[src/sv/ecn_marking_policy_defines.svh]
// ---------------------------------------------------------------------------
// ECN marking policy - assertion macros
// Concurrent assertion wrappers, empty when synthesising.
// ---------------------------------------------------------------------------
`ifndef ECN_MARKING_POLICY_DEFINES_SVH
`define ECN_MARKING_POLICY_DEFINES_SVH

`ifndef SYNTHESIS
`define ECN_ASSERT_SAME(label, ante, cons, msg) \
    label: assert property (@(posedge i_clk) disable iff (!i_rst_n) (ante) |-> (cons)) \
        else $error(msg);
`define ECN_ASSERT_NEXT(label, ante, cons, msg) \
    label: assert property (@(posedge i_clk) disable iff (!i_rst_n) (ante) |=> (cons)) \
        else $error(msg);
`else
`define ECN_ASSERT_SAME(label, ante, cons, msg)
`define ECN_ASSERT_NEXT(label, ante, cons, msg)
`endif

`endif

[src/sv/ecn_pkg.sv]
// ---------------------------------------------------------------------------
// ECN marking policy - package
// Event codes, register indexes, widths and register reset values.
// ---------------------------------------------------------------------------
`timescale 1ns / 1ps

package ecn_pkg;

    localparam int CMD_W = 2;
    localparam int IDX_W = 3;
    localparam int CFG_W = 32;

    localparam logic [CMD_W-1:0] CMD_ROUTE    = 2'd0;
    localparam logic [CMD_W-1:0] CMD_FEEDBACK = 2'd1;
    localparam logic [CMD_W-1:0] CMD_SENT     = 2'd2;

    localparam logic [IDX_W-1:0] REG_FB_ECN       = 3'd0;
    localparam logic [IDX_W-1:0] REG_CTRL_ECN     = 3'd1;
    localparam logic [IDX_W-1:0] REG_TMO_BEFORE   = 3'd2;
    localparam logic [IDX_W-1:0] REG_TMO_AFTER    = 3'd3;
    localparam logic [IDX_W-1:0] REG_MAX_GAP      = 3'd4;
    localparam logic [IDX_W-1:0] REG_RETRY_DELAY  = 3'd5;

    localparam logic [CFG_W-1:0] RST_TMO_BEFORE  = 32'd500000;
    localparam logic [CFG_W-1:0] RST_TMO_AFTER   = 32'd5000000;
    localparam logic [CFG_W-1:0] RST_MAX_GAP     = 32'd200000;
    localparam logic [CFG_W-1:0] RST_RETRY_DELAY = 32'd10000000;

endpackage

[src/sv/ecn_in_if.sv]
// ---------------------------------------------------------------------------
// ECN marking policy - event channel
// Valid/ready channel carrying one event word.
// ---------------------------------------------------------------------------
`timescale 1ns / 1ps

interface ecn_in_if #(
    parameter int TIME_BITS = 48
);
    logic                        valid;
    logic                        ready;
    logic [ecn_pkg::CMD_W-1:0]   cmd;
    logic [TIME_BITS-1:0]        send_time_us;
    logic                        sent_marked;
    logic                        saw_bleached;
    logic                        saw_preserved;

    modport source (
        output valid, cmd, send_time_us, sent_marked, saw_bleached, saw_preserved,
        input  ready
    );
    modport sink (
        input  valid, cmd, send_time_us, sent_marked, saw_bleached, saw_preserved,
        output ready
    );
endinterface

[src/sv/ecn_out_if.sv]
// ---------------------------------------------------------------------------
// ECN marking policy - result channel
// Valid/ready channel carrying one decision word.
// ---------------------------------------------------------------------------
`timescale 1ns / 1ps

interface ecn_out_if;
    logic valid;
    logic ready;
    logic send_marked;
    logic decision_changed;
    logic drop_detected;
    logic retry_started;

    modport source (
        output valid, send_marked, decision_changed, drop_detected, retry_started,
        input  ready
    );
    modport sink (
        input  valid, send_marked, decision_changed, drop_detected, retry_started,
        output ready
    );
endinterface

[src/sv/ecn_marking_policy.sv]
// Path: accept loads the input reg; the result reg loads once it can advance.
// One event per cycle if o_out.ready allows; route state updates in the same
// cycle as the result register loads, so the next event sees it at once.
// Reset (i_rst_n low, synchronous): empties both stages, clears route state,
// last send time and reported decision, and loads register defaults.
// ---------------------------------------------------------------------------
// ECN marking policy
// Per-event ECT(1) marking decision with drop detection and single retry.
// ---------------------------------------------------------------------------
`timescale 1ns / 1ps
`include "ecn_marking_policy_defines.svh"

module ecn_marking_policy #(
    parameter int TIME_BITS = 48,
    parameter int SUM_BITS  = 32
) (
    input  logic                       i_clk,
    input  logic                       i_rst_n,
    input  logic                       i_cfg_we,
    input  logic [ecn_pkg::IDX_W-1:0]  i_cfg_idx,
    input  logic [ecn_pkg::CFG_W-1:0]  i_cfg_data,
    ecn_in_if.sink                     i_in,
    ecn_out_if.source                  o_out
);

    localparam int CW   = ecn_pkg::CFG_W;
    localparam int WIDE = (SUM_BITS > CW) ? SUM_BITS : CW;
    localparam logic [SUM_BITS-1:0] SUM_ALL = '1;

    // configuration
    logic          r_fb_ecn;
    logic          r_ctrl_ecn;
    logic [CW-1:0] r_tmo_before;
    logic [CW-1:0] r_tmo_after;
    logic [CW-1:0] r_max_gap;
    logic [CW-1:0] r_retry_delay;

    // route state
    logic                 r_bleach;
    logic                 r_drop_vld;
    logic [TIME_BITS-1:0] r_drop_time;
    logic                 r_retried;
    logic                 r_pres_seen;
    logic [SUM_BITS-1:0]  r_unans;
    logic                 r_last_vld;
    logic [TIME_BITS-1:0] r_last_time;
    logic                 r_reported;

    // input stage
    logic                      r_in_vld;
    logic [ecn_pkg::CMD_W-1:0] r_in_cmd;
    logic [TIME_BITS-1:0]      r_in_time;
    logic                      r_in_marked;
    logic                      r_in_bleached;
    logic                      r_in_preserved;

    // result stage
    logic r_out_vld;
    logic r_out_marked;
    logic r_out_changed;
    logic r_out_drop;
    logic r_out_retry;

    logic adv;
    logic fire;

    logic                 n_bleach;
    logic                 n_drop_vld;
    logic [TIME_BITS-1:0] n_drop_time;
    logic                 n_retried;
    logic                 n_pres_seen;
    logic [SUM_BITS-1:0]  n_unans;
    logic                 n_last_vld;
    logic [TIME_BITS-1:0] n_last_time;
    logic                 n_detected;
    logic                 n_retry;
    logic                 n_now;

    logic [TIME_BITS-1:0] drop_diff;
    logic [TIME_BITS-1:0] gap_raw;
    logic [CW-1:0]        gap;
    logic [WIDE:0]        sum_w;
    logic [CW-1:0]        limit;

    logic n_cfg_fb;
    logic n_cfg_ctrl;
    logic cfg_hit;

    assign adv        = !r_out_vld || o_out.ready;
    assign fire       = r_in_vld && adv;
    assign i_in.ready = !r_in_vld || adv;

    assign drop_diff = r_in_time - r_drop_time;
    assign gap_raw   = r_in_time - r_last_time;

    always_comb begin
        n_bleach    = r_bleach;
        n_drop_vld  = r_drop_vld;
        n_drop_time = r_drop_time;
        n_retried   = r_retried;
        n_pres_seen = r_pres_seen;
        n_unans     = r_unans;
        n_last_vld  = r_last_vld;
        n_last_time = r_last_time;
        n_detected  = 1'b0;
        n_retry     = 1'b0;
        gap         = '0;
        sum_w       = '0;
        limit       = r_pres_seen ? r_tmo_after : r_tmo_before;
        case (r_in_cmd)
            ecn_pkg::CMD_ROUTE: begin
                n_bleach    = 1'b0;
                n_drop_vld  = 1'b0;
                n_drop_time = '0;
                n_retried   = 1'b0;
                n_pres_seen = 1'b0;
                n_unans     = '0;
            end
            ecn_pkg::CMD_FEEDBACK: begin
                n_unans = '0;
                if (r_in_preserved) begin
                    n_pres_seen = 1'b1;
                end
                if (r_in_bleached) begin
                    n_bleach = 1'b1;
                end
            end
            ecn_pkg::CMD_SENT: begin
                if (r_drop_vld && !r_retried && (r_in_time > r_drop_time) &&
                    (drop_diff > TIME_BITS'(r_retry_delay))) begin
                    n_retried   = 1'b1;
                    n_drop_vld  = 1'b0;
                    n_drop_time = '0;
                    n_unans     = '0;
                    n_retry     = 1'b1;
                end
                if (r_in_marked) begin
                    if (r_last_vld && (r_in_time > r_last_time)) begin
                        if (gap_raw > TIME_BITS'(r_max_gap)) begin
                            gap = r_max_gap;
                        end else begin
                            gap = gap_raw[CW-1:0];
                        end
                        sum_w = (WIDE+1)'(n_unans) + (WIDE+1)'(gap);
                        if (sum_w > (WIDE+1)'(SUM_ALL)) begin
                            n_unans = SUM_ALL;
                        end else begin
                            n_unans = sum_w[SUM_BITS-1:0];
                        end
                    end
                    if (!n_drop_vld && (WIDE'(n_unans) > WIDE'(limit))) begin
                        n_drop_vld  = 1'b1;
                        n_drop_time = r_in_time;
                        n_detected  = 1'b1;
                    end
                end
                n_last_vld  = 1'b1;
                n_last_time = r_in_time;
            end
            default: begin
            end
        endcase
        n_now = r_fb_ecn && r_ctrl_ecn && !n_bleach && !n_drop_vld;
    end

    // decision as it stands after a register write
    assign n_cfg_fb   = (i_cfg_idx == ecn_pkg::REG_FB_ECN)   ? i_cfg_data[0] : r_fb_ecn;
    assign n_cfg_ctrl = (i_cfg_idx == ecn_pkg::REG_CTRL_ECN) ? i_cfg_data[0] : r_ctrl_ecn;
    assign cfg_hit    = (i_cfg_idx <= ecn_pkg::REG_RETRY_DELAY);

    always_ff @(posedge i_clk) begin
        if (!i_rst_n) begin
            r_fb_ecn      <= 1'b0;
            r_ctrl_ecn    <= 1'b0;
            r_tmo_before  <= ecn_pkg::RST_TMO_BEFORE;
            r_tmo_after   <= ecn_pkg::RST_TMO_AFTER;
            r_max_gap     <= ecn_pkg::RST_MAX_GAP;
            r_retry_delay <= ecn_pkg::RST_RETRY_DELAY;
        end else if (i_cfg_we) begin
            case (i_cfg_idx)
                ecn_pkg::REG_FB_ECN:      r_fb_ecn      <= i_cfg_data[0];
                ecn_pkg::REG_CTRL_ECN:    r_ctrl_ecn    <= i_cfg_data[0];
                ecn_pkg::REG_TMO_BEFORE:  r_tmo_before  <= i_cfg_data;
                ecn_pkg::REG_TMO_AFTER:   r_tmo_after   <= i_cfg_data;
                ecn_pkg::REG_MAX_GAP:     r_max_gap     <= i_cfg_data;
                ecn_pkg::REG_RETRY_DELAY: r_retry_delay <= i_cfg_data;
                default: begin
                end
            endcase
        end
    end

    always_ff @(posedge i_clk) begin
        if (!i_rst_n) begin
            r_bleach    <= 1'b0;
            r_drop_vld  <= 1'b0;
            r_drop_time <= '0;
            r_retried   <= 1'b0;
            r_pres_seen <= 1'b0;
            r_unans     <= '0;
            r_last_vld  <= 1'b0;
            r_last_time <= '0;
            r_reported  <= 1'b0;
        end else if (fire) begin
            r_bleach    <= n_bleach;
            r_drop_vld  <= n_drop_vld;
            r_drop_time <= n_drop_time;
            r_retried   <= n_retried;
            r_pres_seen <= n_pres_seen;
            r_unans     <= n_unans;
            r_last_vld  <= n_last_vld;
            r_last_time <= n_last_time;
            r_reported  <= n_now;
        end else if (i_cfg_we && cfg_hit) begin
            r_reported <= n_cfg_fb && n_cfg_ctrl && !r_bleach && !r_drop_vld;
        end
    end

    always_ff @(posedge i_clk) begin
        if (!i_rst_n) begin
            r_in_vld <= 1'b0;
        end else if (i_in.ready) begin
            r_in_vld <= i_in.valid;
        end
    end

    always_ff @(posedge i_clk) begin
        if (i_in.ready && i_in.valid) begin
            r_in_cmd       <= i_in.cmd;
            r_in_time      <= i_in.send_time_us;
            r_in_marked    <= i_in.sent_marked;
            r_in_bleached  <= i_in.saw_bleached;
            r_in_preserved <= i_in.saw_preserved;
        end
    end

    always_ff @(posedge i_clk) begin
        if (!i_rst_n) begin
            r_out_vld <= 1'b0;
        end else if (adv) begin
            r_out_vld <= r_in_vld;
        end
    end

    always_ff @(posedge i_clk) begin
        if (fire) begin
            r_out_marked  <= n_now;
            r_out_changed <= (n_now != r_reported);
            r_out_drop    <= n_detected;
            r_out_retry   <= n_retry;
        end
    end

    assign o_out.valid            = r_out_vld;
    assign o_out.send_marked      = r_out_marked;
    assign o_out.decision_changed = r_out_changed;
    assign o_out.drop_detected    = r_out_drop;
    assign o_out.retry_started    = r_out_retry;

    // a fresh drop always withdraws marking
    `ECN_ASSERT_SAME(a_drop_unmarks, o_out.valid && o_out.drop_detected, !o_out.send_marked, "drop reported while still marking")
    // a reported drop or retry must be reflected in the route state
    `ECN_ASSERT_SAME(a_drop_state, o_out.valid && o_out.drop_detected, r_drop_vld, "drop reported but not held")
    `ECN_ASSERT_SAME(a_retry_state, o_out.valid && o_out.retry_started, r_retried, "retry reported but not recorded")
    // a word leaving the input stage reaches the result stage next
    `ECN_ASSERT_NEXT(a_stage_move, fire, r_out_vld, "result word lost")

endmodule
[src/flat_wrapper.sv]
// flat-port wrapper written by rule: the top's interface ports become plain ports
module ecn_marking_policy_flat 
#(
    parameter int TIME_BITS = 48,
    parameter int SUM_BITS  = 32
)
  (i_clk, i_rst_n, i_cfg_we, i_cfg_idx, i_cfg_data, i_in_valid, i_in_cmd, i_in_send_time_us, i_in_sent_marked, i_in_saw_bleached, i_in_saw_preserved, i_in_ready, o_out_valid, o_out_send_marked, o_out_decision_changed, o_out_drop_detected, o_out_retry_started, o_out_ready);
  ecn_in_if #(.TIME_BITS(TIME_BITS)) i_in_i ();
  ecn_out_if o_out_i ();
  input  logic i_clk;
  input  logic i_rst_n;
  input  logic i_cfg_we;
  input  logic [ecn_pkg::IDX_W-1:0] i_cfg_idx;
  input  logic [ecn_pkg::CFG_W-1:0] i_cfg_data;
  input wire logic [$bits(i_in_i.valid)-1:0] i_in_valid;
  input wire logic [$bits(i_in_i.cmd)-1:0] i_in_cmd;
  input wire logic [$bits(i_in_i.send_time_us)-1:0] i_in_send_time_us;
  input wire logic [$bits(i_in_i.sent_marked)-1:0] i_in_sent_marked;
  input wire logic [$bits(i_in_i.saw_bleached)-1:0] i_in_saw_bleached;
  input wire logic [$bits(i_in_i.saw_preserved)-1:0] i_in_saw_preserved;
  output wire logic [$bits(i_in_i.ready)-1:0] i_in_ready;
  output wire logic [$bits(o_out_i.valid)-1:0] o_out_valid;
  output wire logic [$bits(o_out_i.send_marked)-1:0] o_out_send_marked;
  output wire logic [$bits(o_out_i.decision_changed)-1:0] o_out_decision_changed;
  output wire logic [$bits(o_out_i.drop_detected)-1:0] o_out_drop_detected;
  output wire logic [$bits(o_out_i.retry_started)-1:0] o_out_retry_started;
  input wire logic [$bits(o_out_i.ready)-1:0] o_out_ready;
  assign i_in_i.valid = i_in_valid;
  assign i_in_i.cmd = i_in_cmd;
  assign i_in_i.send_time_us = i_in_send_time_us;
  assign i_in_i.sent_marked = i_in_sent_marked;
  assign i_in_i.saw_bleached = i_in_saw_bleached;
  assign i_in_i.saw_preserved = i_in_saw_preserved;
  assign i_in_ready = i_in_i.ready;
  assign o_out_valid = o_out_i.valid;
  assign o_out_send_marked = o_out_i.send_marked;
  assign o_out_decision_changed = o_out_i.decision_changed;
  assign o_out_drop_detected = o_out_i.drop_detected;
  assign o_out_retry_started = o_out_i.retry_started;
  assign o_out_i.ready = o_out_ready;
  ecn_marking_policy #(.TIME_BITS(TIME_BITS), .SUM_BITS(SUM_BITS)) u_core (.i_clk(i_clk), .i_rst_n(i_rst_n), .i_cfg_we(i_cfg_we), .i_cfg_idx(i_cfg_idx), .i_cfg_data(i_cfg_data), .i_in(i_in_i), .o_out(o_out_i));
endmodule
[config.mk]
export PLATFORM = sky130hd
export DESIGN_NAME = ecn_marking_policy_flat
export DESIGN_NICKNAME = d
export VERILOG_FILES = /design/src/sv/ecn_pkg.sv /design/src/sv/ecn_in_if.sv /design/src/sv/ecn_out_if.sv /design/src/sv/ecn_marking_policy.sv /design/src/flat_wrapper.sv
export VERILOG_INCLUDE_DIRS = /design/src /design/src/sv
export SDC_FILE = /design/constraint.sdc
export NUM_CORES = 1
export LEC_CHECK = 0
export BUFFER_PORTS_ARGS = -buffer_cell sky130_fd_sc_hd__buf_2
export CORE_MARGIN = 5
export CORE_UTILIZATION = 40
export CTS_CLUSTER_DIAMETER = 80
export DETAILED_ROUTE_END_ITERATION = 16
export GPL_TIMING_DRIVEN = 0
export PLACE_DENSITY = 0.6
export RECOVER_POWER = 100
export SYNTH_ARGS = -nofsm -noshare
export SYNTH_HDL_FRONTEND = slang
export SYNTH_SLANG_ARGS = --single-unit
export TNS_END_PERCENT = 30
[constraint.sdc]
create_clock -name i_clk -period 32.4 [get_ports i_clk]
set_input_delay 3.24 -clock i_clk [delete_from_list [all_inputs] [get_ports i_clk]]
set_output_delay 3.24 -clock i_clk [all_outputs]
set_load 0.03 [all_outputs]
==> impl_metrics.json, run 1 <==
{
  "end_kind": "flip-flop",
  "leakagePower_nw": 9.65,
  "async_flop_share": 0,
  "pwr_density_cell_nw_per_um2": 42.5,
  "violations": "capacitance limit, slew limit",
  "cts-buffers-inserted": 40,
  "gp_congestion": 0.979,
  "drv_slew": 38,
  "crit_arrival_ns": 18.67,
  "drt_iter0_markers": 1491,
  "start_util": 0.406,
  "ctsResizeCount": 0,
  "synth_seq_area_share": 0.313,
  "syn_to_final_growth_pct": 11.9,
  "finalSetupViolCount": 0,
  "ys_ff_latch": 323,
  "crit_required_ns": 32.92,
  "timing.critical_path.mode_cell": "clkbuf_1",
  "ys_warn_count": 0,
  "nets": 3290,
  "worst_slew_pin_slew_ns": 2.07,
  "track_usage": 0.249,
  "finish.utilization": 0.454,
  "maxCapViolCount": 1,
  "multi_input_area_sq_um": 14000,
  "core_sq_um": 55400,
  "worst_setup_path_start_kind": "flip-flop",
  "crit_type": "reg -> reg",
  "fin_setup_tns_ns": 0,
  "synth_cell_type_count": 80,
  "finClkSkew_ns": 0.0250,
  "antenna_cells": 0,
  "clk_transition_reported_paths_ns": 0.06,
  "avgSynthCellArea_sq_um": 7.94,
  "outcome": "finished with violations",
  "period_share": 0.560,
  "fmax_ghz": 0.0551,
  "firstDrtPassIters": 7,
  "drt-vias-per-instance": 5.70,
  "die_area_sq_um": 61000,
  "netlist_area_sq_um": 22500,
  "postCtsHoldBufs": 0,
  "io_pins": 99,
  "hpwl_mm": 63.1,
  "synthFlopType": "dfxtp_1",
  "cts_sinks": 323,
  "post_cts_buffers": 0,
  "min_period_ns": 18.15,
  "netlist_instances": 2832,
  "num_rows": 86,
  "grt_max_degree": 38,
  "slowest_stage": "a211oi_1",
  "grt_pass1_wl_mm": 119,
  "die_y_microns": 247,
  "synth_nets": 3152,
  "hold_class": "reg -> reg",
  "die_x_microns": 247,
  "htreeDepth": 2,
  "ant_nets": 0,
  "whs_ns": 0.453,
  "grt_overflow_total": 0,
  "vias": 21355,
  "wirelength_mm": 78.2,
  "final-seq-area_sq_um": 7040,
  "peakVddDrop_uv": 43.3,
  "antenna_found_initial": 1,
  "slew_headroom": -0.377,
  "rsz0062_at_grt": "no",
  "clkLatencyLatePin_ns": 0.58,
  "drcViolationCount": 0,
  "cp_max_fo": 10,
  "grt_pass1_vias": 20663,
  "p_total_mw": 1.07,
  "place.port_buffers": 95,
  "clock_path_buffers": 3,
  "routedWlPerCell_microns": 20.9,
  "drive_gt1_frac": 0.0724,
  "cts_root_buffer": "clkbuf_16",
  "fillCellCount": 5570,
  "synth_edf_count": 57,
  "finalHoldViolations": 0,
  "cts_tree": "built",
  "crit_path_max_incr_delay_ns": 1.19
}
[cell type report]
class | count | area share
Clock inverter | 15 | 0.00562
Tap cell | 748 | 0.0372
Sequential cell | 323 | 0.280
Clock buffer | 56 | 0.0451
Multi-Input combinational cell | 2147 | 0.558
Inverter | 217 | 0.0324
Timing Repair Buffer | 96 | 0.0187
Buffer | 145 | 0.0231
[cell usage after synthesis (all sizes together) (20+ instances only)]
cell	n	area (sq um)
o21bai	20	150
edfxtp	57	1710
clkbuf	123	462
nor2	139	522
mux2i	40	400
a32o	48	480
nor2b	20	125
nand3	59	295
nand4	58	363
xor2	43	377
a21o	74	556
a31oi	22	138
nor3	21	105
a21oi	369	1850
and2	26	163
mux2	34	383
dfxtp	266	5330
inv	217	815
ha	224	2800
buf	22	124
o211ai	37	278
xnor2	56	490
nand2	473	1780
o21ai	108	544
nor4	20	125
[through the flow]
step                worst slack (ns)  cell area, sq um  std cells
finish                         14.25             25100       3747
global route                   13.91             25100       3747
global placement               15.54             23900       3675
floorplan                      20.84             22500       2832
CTS                            15.50             25200       3747
detailed placement             15.57             23900       3676
[path summary, 6_finish.rpt]
kind                            depth (start not counted)                     from  slack (ns)                      end
worst max-delay path                                   50      u_core.r_in_time[1]       14.25   u_core.r_drop_time[41]
worst min register to register                          2  u_core.r_tmo_before[23]        0.45  u_core.r_tmo_before[23]
worst min-delay path                                    2  u_core.r_tmo_before[23]        0.45  u_core.r_tmo_before[23]
worst max register to register                         50      u_core.r_in_time[1]       14.25   u_core.r_drop_time[41]
[cell usage in the layout (no fill, tap or decap), drive strengths merged, types with 21 or more instances in the layout]
cell,n
o21ai,108
a21o,74
buf,105
nand2,473
ha,224
a32o,48
edfxtp,57
xor2,43
dfxtp,266
clkbuf,192
mux2,34
a21oi,369
nor2,139
inv,219
xnor2,56
nor3,21
nand4,58
nand3,59
mux2i,40
o211ai,37
a31oi,22
and2,26
[sequential cells by signal, indices dropped and copies added, names as in the netlist, 2 cells and up]
signal and flops:
u_core.r_tmo_after 32, u_core.r_retry_delay 32, u_core.r_in_cmd 2, u_core.r_last_time 48, u_core.r_unans 32, u_core.r_tmo_before 32
u_core.r_in_time 48, u_core.r_max_gap 32, u_core.r_drop_time 48
[critical path, delay by kind of cell, from the launching register on]
family / cells / cell delay (ns)
AND/OR/NAND/NOR: 15 / 4.50
XOR/XNOR: 1 / 0.16
adder cells (fa/ha/maj): 5 / 1.59
flip-flops: 1 / 0.55
buffers and inverters: 9 / 3.47
AO/OA/AOI/OAI: 20 / 7.76
[cell families after synthesis]
group | Yosys count | synth area share
buffers and inverters | 362 | 0.0623
and+or+nand+nor | 899 | 0.181
adders and majority gates | 227 | 0.127
muxes | 74 | 0.0348
AOI/OAI and AO/OA | 848 | 0.242
xor gates and xnor gates | 99 | 0.0386
DFF | 323 | 0.313
[layer usage]
metal	GRT usage	vias up	routed length, microns
met5	0	-	0
li1	-	10434	-
met3	0.0338	136	4630
met1	0.333	10146	35200
met2	0.413	639	35400
met4	0.0888	0	2930
[power breakdown]
| part | leakage [nW] | internal (mW) | switching (mW) |
|---|---|---|---|
| logic | 6.31 | 0.0691 | 0.124 |
| registers | 2.71 | 0.420 | 0.0103 |
| clock network | 0.623 | 0.260 | 0.186 |
| total | 9.64 | 0.749 | 0.320 |
No activity file was read; power rests on OpenSTA's default activity.
==> run 2, diff against run 1 <==
clock period = 16.8 ns   (was 32.4 ns; I/O delays follow)
==> impl_metrics.json, run 2 (synthesis results as in run 1) <==
{
  "whs_ns": 0.453,
  "met3_length_mm": 4.62,
  "end_kind": "flip-flop",
  "hold_class": "reg -> reg",
  "reg2reg_depth": 50,
  "place.port_buffers": 95,
  "placed_area_sq_um": 23900,
  "cts_tree": "built",
  "dr.max_layer_used": "met4",
  "start_util": 0.406,
  "crit_type": "reg -> reg",
  "r2r-end": "u_core.r_drop_time[41]",
  "firstDrtPassIters": 5,
  "slew_headroom": -0.380,
  "grt_pass1_vias": 20659,
  "dp_cells": 3676,
  "slowest_stage": "a211oi_2",
  "grt_overflow_total": 0,
  "clk_transition_reported_paths_ns": 0.06,
  "io_pins": 99,
  "finalNonFillerCells": 3749,
  "rrSetupSlack_ns": 0.56,
  "postCtsHoldBufs": 0,
  "crit_path_end": "u_core.r_drop_time[41]",
  "htreeDepth": 2,
  "cts_sinks": 323,
  "pwr_density_cell_nw_per_um2": 82.0,
  "crit_path_max_incr_delay_ns": 0.71,
  "cp_max_fo": 10,
  "final_cell_mix": "nand2_1, a21oi_1, dfxtp_1, ha_1, inv_1",
  "die_x_microns": 247,
  "worst_setup_path_start_kind": "flip-flop",
  "syn_to_final_growth_pct": 11.9,
  "regToRegStartpoint": "u_core.r_in_time[1]",
  "track_usage": 0.249,
  "grt_max_degree": 38,
  "antenna_found_initial": 1,
  "outcome": "finished with violations",
  "drive_gt1_frac": 0.0736,
  "fillCellCount": 5571,
  "setup_slack_ns": 0.558,
  "num_rows": 86,
  "worst_slew_pin_slew_ns": 2.07,
  "crit_required_ns": 17.32,
  "wl_met1_mm": 35.3,
  "core_sq_um": 55400,
  "post-place-ws_ns": -0.0331,
  "drt-vias-per-instance": 5.69,
  "nets": 3292,
  "die_y_microns": 247,
  "grt_pass1_wl_mm": 119,
  "startpoint": "u_core.r_in_time[1]",
  "wirelength_mm": 78.3,
  "drt_iter0_markers": 1460,
  "fmax_ghz": 0.0616,
  "cts_root_buffer": "clkbuf_16",
  "finalHoldViolations": 0,
  "violations": "capacitance limit, slew limit",
  "die_area_sq_um": 61000,
  "design_area_sq_um": 25200,
  "finalSetupViolCount": 0,
  "routedWlPerCell_microns": 20.9,
  "top_regs": "u_core.r_drop_time: 48 flops, u_core.r_in_time: 48 flops, u_core.r_last_time: 48 flops",
  "final_common_cell": "nand2_1",
  "vias": 21331,
  "clock_path_buffers": 3,
  "hpwl_mm": 63.1,
  "finish.utilization": 0.454,
  "drv_slew": 38,
  "peakVddDrop_uv": 83.6,
  "ant_nets": 0,
  "crit_arrival_ns": 16.76,
  "maxCapViolCount": 1,
  "leakagePower_nw": 9.65,
  "min_period_ns": 16.24,
  "finClkSkew_ns": 0.0270,
  "wl_met2_mm": 35.4,
  "period_share": 0.967,
  "clkLatencyLatePin_ns": 0.58,
  "gp_congestion": 0.979,
  "drcViolationCount": 0,
  "rsz0062_at_grt": "no",
  "cts-buffers-inserted": 40,
  "antenna_cells": 0
}
==> run 2: changes by cell type in the layout (fill, tap and decap cells not counted), sizes merged <==
cell,delta
buf,+1
clkbuf,+1
==> run 2: critical path: cells and delay by family, from the launching register on <==
| family | cells | cell delay (ns) |
|---|---|---|
| buffers and inverters | 9 | 2.98 |
| AND/OR/NAND/NOR | 15 | 4.42 |
| adder cells (fa/ha/maj) | 5 | 1.58 |
| XOR/XNOR | 1 | 0.17 |
| flip-flops | 1 | 0.56 |
| AO/OA/AOI/OAI | 20 | 6.40 |
==> run 2: routing by layer <==
| metal | GRT usage | vias up |
|---|---|---|
| met5 | 0 | - |
| met4 | 0.0888 | 0 |
| met3 | 0.0338 | 138 |
| met2 | 0.413 | 641 |
| met1 | 0.333 | 10130 |
| li1 | - | 10422 |
==> run 2: where the power goes <==
| group | internal (mW) | switching (mW) |
|---|---|---|
| combinational | 0.133 | 0.240 |
| sequential | 0.810 | 0.0199 |
| clock | 0.502 | 0.358 |
==> run 2: area by class of cell <==
type,instances,area [sq um],share of cell area
sequential,323,7040,0.280
inverter,217,815,0.0324
tap,748,936,0.0372
clock inverter,15,141,0.00562
timing repair buffer,98,478,0.0190
buffer,145,582,0.0231
clock buffer,56,1130,0.0451
multi-input combinational,2147,14000,0.558
==> run 2: through the flow <==
step | TNS, ns | power, mW
floorplan | 0 | 1.09
global placement | -0.903 | 1.21
detailed placement | -0.437 | 1.21
CTS | 0 | 2.08
global route | 0 | 2.15
finish | 0 | 2.06
==> run 2: timing repair <==
item | CTS | global route
endpoints found under the setup margin | 20 | 20
gates resized for setup | 1 | 3
pin swaps | 0 | 1
setup buffers | 0 | 2
==> run 2: worst min path at each step <==
stage	startpoint	cells after the start	slack, ns	endpoint
5_1_grt	u_core.r_tmo_before[22]	2	0.47	u_core.r_tmo_before[22]
6_report	u_core.r_tmo_before[23]	2	0.45	u_core.r_tmo_before[23]
3_3_place_gp	u_core.r_tmo_before[0]	2	0.44	u_core.r_tmo_before[0]
4_1_cts	u_core.r_tmo_before[22]	2	0.45	u_core.r_tmo_before[22]
2_1_floorplan	u_core.r_retried	2	0.42	u_core.r_retried
3_5_place_dp	u_core.r_tmo_before[22]	2	0.45	u_core.r_tmo_before[22]
